===== config.mk =====
export PLATFORM = sky130hd
export DESIGN_NAME = status_led_blink_sequencer
export DESIGN_NICKNAME = d
export VERILOG_FILES = /design/src/rtl/core/slbs_pkg.sv /design/src/rtl/core/slbs_csr.sv /design/src/rtl/core/slbs_core.sv /design/src/rtl/core/slbs_skid.sv /design/src/rtl/core/status_led_blink_sequencer.sv
export SDC_FILE = /design/constraint.sdc
export NUM_CORES = 1
export LEC_CHECK = 0
export BUFFER_PORTS_ARGS = -buffer_cell sky130_fd_sc_hd__buf_2
export CELL_PAD_IN_SITES_DETAIL_PLACEMENT = 0
export CELL_PAD_IN_SITES_GLOBAL_PLACEMENT = 1
export CORE_AREA = 2 2 145 147
export DETAILED_ROUTE_END_ITERATION = 10
export DIE_AREA = 0 0 147 149
export PLACE_DENSITY = 0.81
export SETUP_SLACK_MARGIN = 0.05
export SLEW_MARGIN = 20
export SYNTH_ARGS = -nofsm -noshare
export SYNTH_HDL_FRONTEND = slang
export SYNTH_SLANG_ARGS = --single-unit

===== constraint.sdc =====
create_clock -name clock -period 7.5 [get_ports clock]
set_clock_uncertainty 0.2 [all_clocks]
set_input_delay 1.875 -clock clock [delete_from_list [all_inputs] [get_ports clock]]
set_output_delay 1.875 -clock clock [all_outputs]
set_load 0.05 [all_outputs]

===== src/rtl/core/slbs_pkg.sv =====
// ----------------------------------------------------------------------------
// slbs_pkg: shared definitions for the status LED blink sequencer
// Register indexes, event codes, field widths and reset values.
// ----------------------------------------------------------------------------
package slbs_pkg;

   // Pattern geometry and field widths
   localparam int SLOT_COUNT   = 6;
   localparam int SLOT_IDX_W   = 3;
   localparam int SLOT_TICKS_W = 16;
   localparam int IDLE_W       = 24;
   localparam int CSR_IDX_W    = 3;
   localparam int CSR_DATA_W   = 24;

   // Register reset values
   localparam logic [SLOT_TICKS_W-1:0] SLOT_SHORT_RESET = 16'd5000;
   localparam logic [SLOT_TICKS_W-1:0] SLOT_LONG_RESET  = 16'd45000;
   localparam logic [IDLE_W-1:0]       IDLE_TIMEOUT_RESET = 24'd50000;

   // Last slot of the pattern
   localparam logic [SLOT_IDX_W-1:0] SLOT_LAST = SLOT_IDX_W'(SLOT_COUNT - 1);

   // Register indexes on the configuration port
   typedef enum logic [CSR_IDX_W-1:0] {
      CSR_SLOT0        = 3'd0,
      CSR_SLOT1        = 3'd1,
      CSR_SLOT2        = 3'd2,
      CSR_SLOT3        = 3'd3,
      CSR_SLOT4        = 3'd4,
      CSR_SLOT5        = 3'd5,
      CSR_IDLE_TIMEOUT = 3'd6
   } csr_idx_type;

   // Event kinds
   typedef enum logic {
      OP_TICK  = 1'b0,
      OP_FRAME = 1'b1
   } op_type;

   // Configuration as seen by the sequencer core
   typedef struct packed {
      logic [SLOT_COUNT-1:0][SLOT_TICKS_W-1:0] slot_ticks;
      logic [IDLE_W-1:0]                       idle_timeout;
   } cfg_type;

endpackage


===== src/rtl/core/slbs_csr.sv =====
// ----------------------------------------------------------------------------
// slbs_csr: configuration registers
// Six slot durations and the idle timeout, written over the csr channel.
// ----------------------------------------------------------------------------
module slbs_csr (
   input  logic                               clock,
   input  logic                               reset,
   input  logic                               csr_valid,
   output logic                               csr_ready,
   input  logic [slbs_pkg::CSR_IDX_W-1:0]     csr_index,
   input  logic [slbs_pkg::CSR_DATA_W-1:0]    csr_wdata,
   output slbs_pkg::cfg_type                  cfg
);

   logic [slbs_pkg::SLOT_COUNT-1:0][slbs_pkg::SLOT_TICKS_W-1:0] slot_ticks_ff;
   logic [slbs_pkg::IDLE_W-1:0]                                 idle_timeout_ff;
   logic                                                        wr_en;

   // Writes are always accepted; csr_ready is tied high
   assign csr_ready = 1'b1;
   assign wr_en     = csr_valid & csr_ready;

   // Register file; writes to unused indexes are dropped
   always_ff @(posedge clock) begin
      if (reset) begin
         slot_ticks_ff[0] <= slbs_pkg::SLOT_SHORT_RESET;
         slot_ticks_ff[1] <= slbs_pkg::SLOT_SHORT_RESET;
         slot_ticks_ff[2] <= slbs_pkg::SLOT_SHORT_RESET;
         slot_ticks_ff[3] <= slbs_pkg::SLOT_SHORT_RESET;
         slot_ticks_ff[4] <= slbs_pkg::SLOT_SHORT_RESET;
         slot_ticks_ff[5] <= slbs_pkg::SLOT_LONG_RESET;
         idle_timeout_ff  <= slbs_pkg::IDLE_TIMEOUT_RESET;
      end else if (wr_en) begin
         case (slbs_pkg::csr_idx_type'(csr_index))
            slbs_pkg::CSR_SLOT0: begin
               slot_ticks_ff[0] <= csr_wdata[slbs_pkg::SLOT_TICKS_W-1:0];
            end
            slbs_pkg::CSR_SLOT1: begin
               slot_ticks_ff[1] <= csr_wdata[slbs_pkg::SLOT_TICKS_W-1:0];
            end
            slbs_pkg::CSR_SLOT2: begin
               slot_ticks_ff[2] <= csr_wdata[slbs_pkg::SLOT_TICKS_W-1:0];
            end
            slbs_pkg::CSR_SLOT3: begin
               slot_ticks_ff[3] <= csr_wdata[slbs_pkg::SLOT_TICKS_W-1:0];
            end
            slbs_pkg::CSR_SLOT4: begin
               slot_ticks_ff[4] <= csr_wdata[slbs_pkg::SLOT_TICKS_W-1:0];
            end
            slbs_pkg::CSR_SLOT5: begin
               slot_ticks_ff[5] <= csr_wdata[slbs_pkg::SLOT_TICKS_W-1:0];
            end
            slbs_pkg::CSR_IDLE_TIMEOUT: begin
               idle_timeout_ff <= csr_wdata[slbs_pkg::IDLE_W-1:0];
            end
            default: begin
            end
         endcase
      end
   end

   assign cfg.slot_ticks   = slot_ticks_ff;
   assign cfg.idle_timeout = idle_timeout_ff;

endmodule


===== src/rtl/core/slbs_core.sv =====
// ----------------------------------------------------------------------------
// slbs_core: sequencer state and per-event update
// Holds LED level, pattern position and idle count; one event per cycle while take is high.
// ----------------------------------------------------------------------------
module slbs_core (
   input  logic              clock,
   input  logic              reset,
   input  logic              take,
   input  logic              operation,
   input  logic              has_error,
   input  slbs_pkg::cfg_type cfg,
   output logic              led_in
);

   logic                              led_level_ff;
   logic [slbs_pkg::SLOT_IDX_W-1:0]   slot_index_ff, slot_index_in;
   logic [slbs_pkg::SLOT_TICKS_W-1:0] slot_elapsed_ff, slot_elapsed_in;
   logic [slbs_pkg::IDLE_W-1:0]       idle_ticks_ff, idle_ticks_in;

   logic [slbs_pkg::SLOT_IDX_W-1:0]   slot_cur;
   logic [slbs_pkg::SLOT_IDX_W-1:0]   slot_adv;
   logic [slbs_pkg::SLOT_TICKS_W-1:0] elapsed_inc;
   logic [slbs_pkg::SLOT_TICKS_W-1:0] dur_cur;
   logic                              next_is_zero;
   logic [slbs_pkg::IDLE_W:0]         idle_inc;

   // Pattern datapath
   assign slot_cur    = (slot_index_ff > slbs_pkg::SLOT_LAST) ? '0 : slot_index_ff;
   assign slot_adv    = slot_cur + 3'd1;
   assign dur_cur     = cfg.slot_ticks[slot_cur];
   assign elapsed_inc = slot_elapsed_ff + 16'd1;
   assign next_is_zero = (slot_cur == slbs_pkg::SLOT_LAST) ? 1'b1
                       : (cfg.slot_ticks[slot_adv] == '0);

   // Idle counter with one spare bit for the compare
   assign idle_inc = {1'b0, idle_ticks_ff} + 25'd1;

   // Next state for the accepted event
   always_comb begin
      led_in          = led_level_ff;
      slot_index_in   = slot_index_ff;
      slot_elapsed_in = slot_elapsed_ff;
      idle_ticks_in   = idle_ticks_ff;
      if (slbs_pkg::op_type'(operation) == slbs_pkg::OP_FRAME) begin
         led_in        = ~led_level_ff;
         idle_ticks_in = '0;
      end else if (has_error) begin
         led_in = ~slot_cur[0];
         if (elapsed_inc >= dur_cur) begin
            slot_elapsed_in = '0;
            slot_index_in   = next_is_zero ? '0 : slot_adv;
         end else begin
            slot_elapsed_in = elapsed_inc;
            slot_index_in   = slot_cur;
         end
      end else begin
         slot_index_in   = '0;
         slot_elapsed_in = '0;
         if (idle_inc > {1'b0, cfg.idle_timeout}) begin
            led_in        = 1'b0;
            idle_ticks_in = cfg.idle_timeout;
         end else begin
            idle_ticks_in = idle_inc[slbs_pkg::IDLE_W-1:0];
         end
      end
   end

   // State registers
   always_ff @(posedge clock) begin
      if (reset) begin
         led_level_ff    <= 1'b0;
         slot_index_ff   <= '0;
         slot_elapsed_ff <= '0;
         idle_ticks_ff   <= '0;
      end else if (take) begin
         led_level_ff    <= led_in;
         slot_index_ff   <= slot_index_in;
         slot_elapsed_ff <= slot_elapsed_in;
         idle_ticks_ff   <= idle_ticks_in;
      end
   end

   // Pattern position never leaves the six slots
   a_slot_range: assert property (@(posedge clock) disable iff (reset)
      slot_index_ff <= slbs_pkg::SLOT_LAST)
      else $error("slot index out of range");

   // A frame toggles the LED and clears the idle count
   a_frame_update: assert property (@(posedge clock) disable iff (reset)
      (take && operation) |=>
         (idle_ticks_ff == '0) && (led_level_ff != $past(led_level_ff)))
      else $error("frame did not toggle LED or clear idle count");

endmodule


===== src/rtl/core/slbs_skid.sv =====
// ----------------------------------------------------------------------------
// slbs_skid: result register with skid stage
// Two-entry output buffer so an event is taken while a result waits.
// ----------------------------------------------------------------------------
module slbs_skid (
   input  logic clock,
   input  logic reset,
   input  logic push,
   input  logic push_led,
   output logic full,
   output logic rsp_valid,
   input  logic rsp_stall,
   output logic rsp_led
);

   logic out_valid_ff;
   logic out_led_ff;
   logic skid_valid_ff;
   logic skid_led_ff;
   logic out_free;

   // Output slot empties this cycle or is already empty
   assign out_free = ~out_valid_ff | ~rsp_stall;

   // Control
   always_ff @(posedge clock) begin
      if (reset) begin
         out_valid_ff  <= 1'b0;
         skid_valid_ff <= 1'b0;
      end else if (out_free) begin
         out_valid_ff  <= skid_valid_ff | push;
         skid_valid_ff <= 1'b0;
      end else if (push) begin
         skid_valid_ff <= 1'b1;
      end
   end

   // Payload
   always_ff @(posedge clock) begin
      if (out_free) begin
         out_led_ff <= skid_valid_ff ? skid_led_ff : push_led;
      end else if (push) begin
         skid_led_ff <= push_led;
      end
   end

   assign full      = skid_valid_ff;
   assign rsp_valid = out_valid_ff;
   assign rsp_led   = out_led_ff;

   // Skid entry only holds data behind a stalled output
   a_skid_behind_out: assert property (@(posedge clock) disable iff (reset)
      skid_valid_ff |-> out_valid_ff)
      else $error("skid entry without output entry");

   // No transfer arrives while the buffer is full
   a_no_overflow: assert property (@(posedge clock) disable iff (reset)
      push |-> ~skid_valid_ff)
      else $error("push into full output buffer");

   // Draining the skid stage moves its result to the output
   a_skid_drain: assert property (@(posedge clock) disable iff (reset)
      (skid_valid_ff && out_free) |=> (out_valid_ff && out_led_ff == $past(skid_led_ff)))
      else $error("skid result lost on drain");

endmodule


===== src/rtl/core/status_led_blink_sequencer.sv =====
// ----------------------------------------------------------------------------
// status_led_blink_sequencer: status LED driver
// Frame events toggle the LED, error ticks play a six-slot blink pattern,
// normal ticks count idle time and force the LED off past the timeout.
// ----------------------------------------------------------------------------
// One event is accepted per clock while req_stall is low; each yields one
// LED level on the rsp channel, registered in the output buffer. The state
// update is combinational counter logic, and a two-entry output buffer lets
// req keep flowing while a result waits; req_stall rises only when both
// entries are held. Configuration writes are always accepted (csr_ready is
// always high) and must only be issued while no event is in flight.
// ----------------------------------------------------------------------------
module status_led_blink_sequencer (
   input  logic                            clock,
   input  logic                            reset,
   // Event input
   input  logic                            req_valid,
   output logic                            req_stall,
   input  logic                            req_operation,
   input  logic                            req_has_error,
   // LED result
   output logic                            rsp_valid,
   input  logic                            rsp_stall,
   output logic                            rsp_led,
   // Configuration
   input  logic                            csr_valid,
   output logic                            csr_ready,
   input  logic [slbs_pkg::CSR_IDX_W-1:0]  csr_index,
   input  logic [slbs_pkg::CSR_DATA_W-1:0] csr_wdata
);

   slbs_pkg::cfg_type cfg;
   logic              take;
   logic              led_in;
   logic              buf_full;

   // Input transfer
   assign req_stall = buf_full;
   assign take      = req_valid & ~req_stall;

   slbs_csr u_csr (
      .clock     (clock),
      .reset     (reset),
      .csr_valid (csr_valid),
      .csr_ready (csr_ready),
      .csr_index (csr_index),
      .csr_wdata (csr_wdata),
      .cfg       (cfg)
   );

   slbs_core u_core (
      .clock     (clock),
      .reset     (reset),
      .take      (take),
      .operation (req_operation),
      .has_error (req_has_error),
      .cfg       (cfg),
      .led_in    (led_in)
   );

   slbs_skid u_skid (
      .clock     (clock),
      .reset     (reset),
      .push      (take),
      .push_led  (led_in),
      .full      (buf_full),
      .rsp_valid (rsp_valid),
      .rsp_stall (rsp_stall),
      .rsp_led   (rsp_led)
   );

endmodule

==> out/metrics.cfg <==
[synthesis]
syn-mean-instance-area_um2 = 7.626
synthTopCellsByArea = dfxtp_1 37%, nand2_1 13%, a21oi_1 6.2%
synth_compound_area_frac = 0.1768
yosysWarnings = 0
synth.largest_area_cell = dfxtp_1
synthArstFlopShare = 0
synth_fa_ha_area_frac = 0.06077
post_synth_mux_area_share = 0.04461
synth_top_area_frac = 0.3668
synth.distinct_cells = 61
synthXorXnorAreaFrac = 0.03093
netlist_area_um2 = 9060
mappedNetlistNets = 1266
synth-simple-area-share = 0.2668
synth_cells = 1188
synth-seq-cells = 168
ys_seq_area_frac = 0.3734
synth_top_family_by_area = simple AND/OR/NAND/NOR gates
ys.flop_type = dfxtp_1
synth_edf_count = 2

[hold_path]
hold_depth = 2
hold_class = reg -> reg
min_to = u_core.slot_elapsed_ff[11]$_SDFFE_PP0P_
min-delay-start = u_core.slot_elapsed_ff[11]$_SDFFE_PP0P_

[critical_path]
worstPathArrival_ns = 5.26
r2r_start = u_core.idle_ticks_ff[0]$_SDFFE_PP0P_
cp_max_fo = 29
r2r-end = u_core.idle_ticks_ff[8]$_SDFFE_PP0P_
criticalPathCategory = reg -> reg
regToRegSetupSlack_ns = 2.31
end_kind = register
reg2regPathDepth = 13
cp.required_ns = 7.57
cp-start-kind = register

[clocking]
cts_setup_buffers = 0
cts_tree = done
root_buffer = clkbuf_16
clk_pin_slew_ns = 0.07
hold_buffers = 0
cts_num_sinks = 168
cts_buffer_depth = 2
cts_resized = 0
clk_latency_ns = 0.44
cts_buffers = 17
htree_levels = 4

[grt]
grt_pass1_vias = 7742
grt-ovfl-total = 0
grt_first_pass_wirelength_um = 42700
grt_max_degree = 90
antenna_found_initial = 0
track_usage = 0.2445

[sta]
finalCritPeriodShare = 0.6920
worst_slew_pin_slew_ns = 1.127
final_max_slew_viol_count = 0
whs_ns = 0.2584
tns_ns = 0
hold_viol = 0
grt_setup_unrepaired = false
timing.fmax_mhz = 192.7
relSlewSlack = 0.2430
timing.final.ws_setup_ns = 2.310
setup_viol = 0
period_minus_slack_ns = 5.190

[place]
place.port_buffers = 36
placed_area_um2 = 9404
routabilityCongestion = 0.8797
dp_slack_ns = 2.481
dp_hpwl_um = 18300
placedCellCount = 1447

[floorplan]
rows = 53
die-area_um2 = 21900
die_w_um = 147
start_util = 0.4407
die_h_um = 149
core-area_um2 = 20560
num_io_pins = 38

[finish]
syn_to_final_growth_pct = 10.11
layout_common_cells = 310 x nand2_1, 166 x dfxtp_1, 111 x a21oi_1
final_layout_size_suffix_gt1_frac = 0.07890
stdcell_area_um2 = 9976
layout.nets = 1269
antenna_cells = 0
instances_no_fill = 1479
final_common_cell = nand2_1

[pwr]
cellLeakagePower_nw = 3.679
ir_worst_vdd_v = 0.0001547
powerDensity_nw_per_um2 = 192.2

[detailed_routing]
ant_nets = 0
num_vias = 8455
drc_errors = 0
drt-initial-drc-count = 611
via_per_inst = 5.717
first_pass_iters = 6
wl_per_cell_um = 17.95
wl_um = 26550

[outcome]
outcome = complete, no violations

[job]
drv_cap = 0

## flip-flops by register name (all words and copies together), names as in the netlist
register and flops:
u_skid.skid_led_ff 1, u_core.led_level_ff 1, u_core.slot_index_ff 3, u_core.slot_elapsed_ff 16
u_skid.rsp_led 1, u_csr.idle_timeout_ff 24, u_core.idle_ticks_ff 24, u_skid.rsp_valid 1
u_csr.cfg 96, u_skid.full 1
## metrics by stage
| step | total power [mW] | utilization |
|---|---|---|
| floorplan | 1.020 | - |
| global placement | 1.074 | 0.4575 |
| detailed placement | 1.076 | 0.4575 |
| CTS | 1.923 | 0.4850 |
| global route | 1.979 | 0.4853 |
| finish | 1.917 | 0.4853 |
## routing by layer
| layer | wire [µm] | track usage | share of wire | vias to the layer above |
|---|---|---|---|---|
| li1 | - | - | - | 4178 |
| met1 | 12940 | 0.3588 | 0.49 | 3965 |
| met2 | 11630 | 0.3754 | 0.44 | 287 |
| met3 | 1648 | 0.04220 | 0.062 | 25 |
| met4 | 328 | 0.05769 | 0.012 | 0 |
| met5 | 0 | 0 | 0 | - |
## where the power goes
group          internal (mW)  switching (mW)
combinational         0.0373          0.0895
clock                  0.471           0.390
sequential             0.913          0.0168
## area by class of cell
type	instances	area, µm²
flip-flops and latches	168	3383
clock inverters	12	120.1
inverters	38	142.6
clock buffers	20	446.7
repair buffers	47	265.3
multi-input cells	919	5274
well taps	275	344.1
fillers	2093	10580
## cells in the mapped netlist (3+ instances only)
| library cell | instances |
|---|---|
| and4_1 | 3 |
| or4_1 | 4 |
| o221ai_1 | 4 |
| nand3b_1 | 4 |
| nor3_1 | 21 |
| o22ai_1 | 15 |
| o311ai_0 | 14 |
| mux2i_1 | 37 |
| a21oi_1 | 112 |
| clkbuf_1 | 56 |
| inv_1 | 37 |
| nand3_1 | 61 |
| nor4_1 | 18 |
| a22oi_1 | 11 |
| a211oi_1 | 5 |
| buf_1 | 3 |
| or2_2 | 5 |
| nand2_1 | 310 |
| o32ai_1 | 3 |
| dfxtp_1 | 166 |
| and2_1 | 6 |
| nor2_1 | 42 |
| a21o_1 | 3 |
| o21ai_0 | 53 |
| nand4_1 | 19 |
| o211ai_1 | 11 |
| nand2b_1 | 12 |
| nor2b_1 | 16 |
| and3_1 | 7 |
| a31oi_1 | 4 |
| ha_1 | 44 |
| xnor2_1 | 24 |
| o2bb2ai_1 | 3 |
| o21ai_1 | 8 |
| xor2_1 | 8 |
| or3_1 | 3 |
| mux2_2 | 3 |
## worst max-delay path: stages (launching register included)
cell and delay (ns):
dfxtp_1 0.42, ha_1 0.30, nand3_4 0.15, nor3_1 0.58, nand3_1 0.35, xnor2_1 0.22
ha_1 0.29, nand4_1 0.16, nor3_1 0.54, o211ai_1 0.34, and4b_4 0.31, nor2_4 0.78
mux2i_1 0.27, o21ai_0 0.09
## worst max path at each step
stage                                    startpoint                                     to  slack (ns)
2_1_floorplan  u_core.idle_ticks_ff[0]$_SDFFE_PP0P_   u_core.idle_ticks_ff[2]$_SDFFE_PP0P_        3.63
3_3_place_gp   u_core.idle_ticks_ff[0]$_SDFFE_PP0P_   u_core.idle_ticks_ff[1]$_SDFFE_PP0P_        2.51
3_5_place_dp   u_core.idle_ticks_ff[0]$_SDFFE_PP0P_   u_core.idle_ticks_ff[4]$_SDFFE_PP0P_        2.48
4_1_cts        u_core.idle_ticks_ff[0]$_SDFFE_PP0P_  u_core.idle_ticks_ff[10]$_SDFFE_PP0P_        2.39
5_1_grt        u_core.idle_ticks_ff[0]$_SDFFE_PP0P_   u_core.idle_ticks_ff[4]$_SDFFE_PP0P_        2.08
6_report       u_core.idle_ticks_ff[0]$_SDFFE_PP0P_   u_core.idle_ticks_ff[8]$_SDFFE_PP0P_        2.31
## cell families after synthesis
family / count (synthesis)
AOI/OAI and AO/OA: 266
xor gates and xnor gates: 32
adders and majority gates: 44
buffers and inverters: 101
DFF: 168
muxes: 40
other: 1
and+or+nand+nor: 536
No activity file was read; power rests on OpenSTA's default activity.
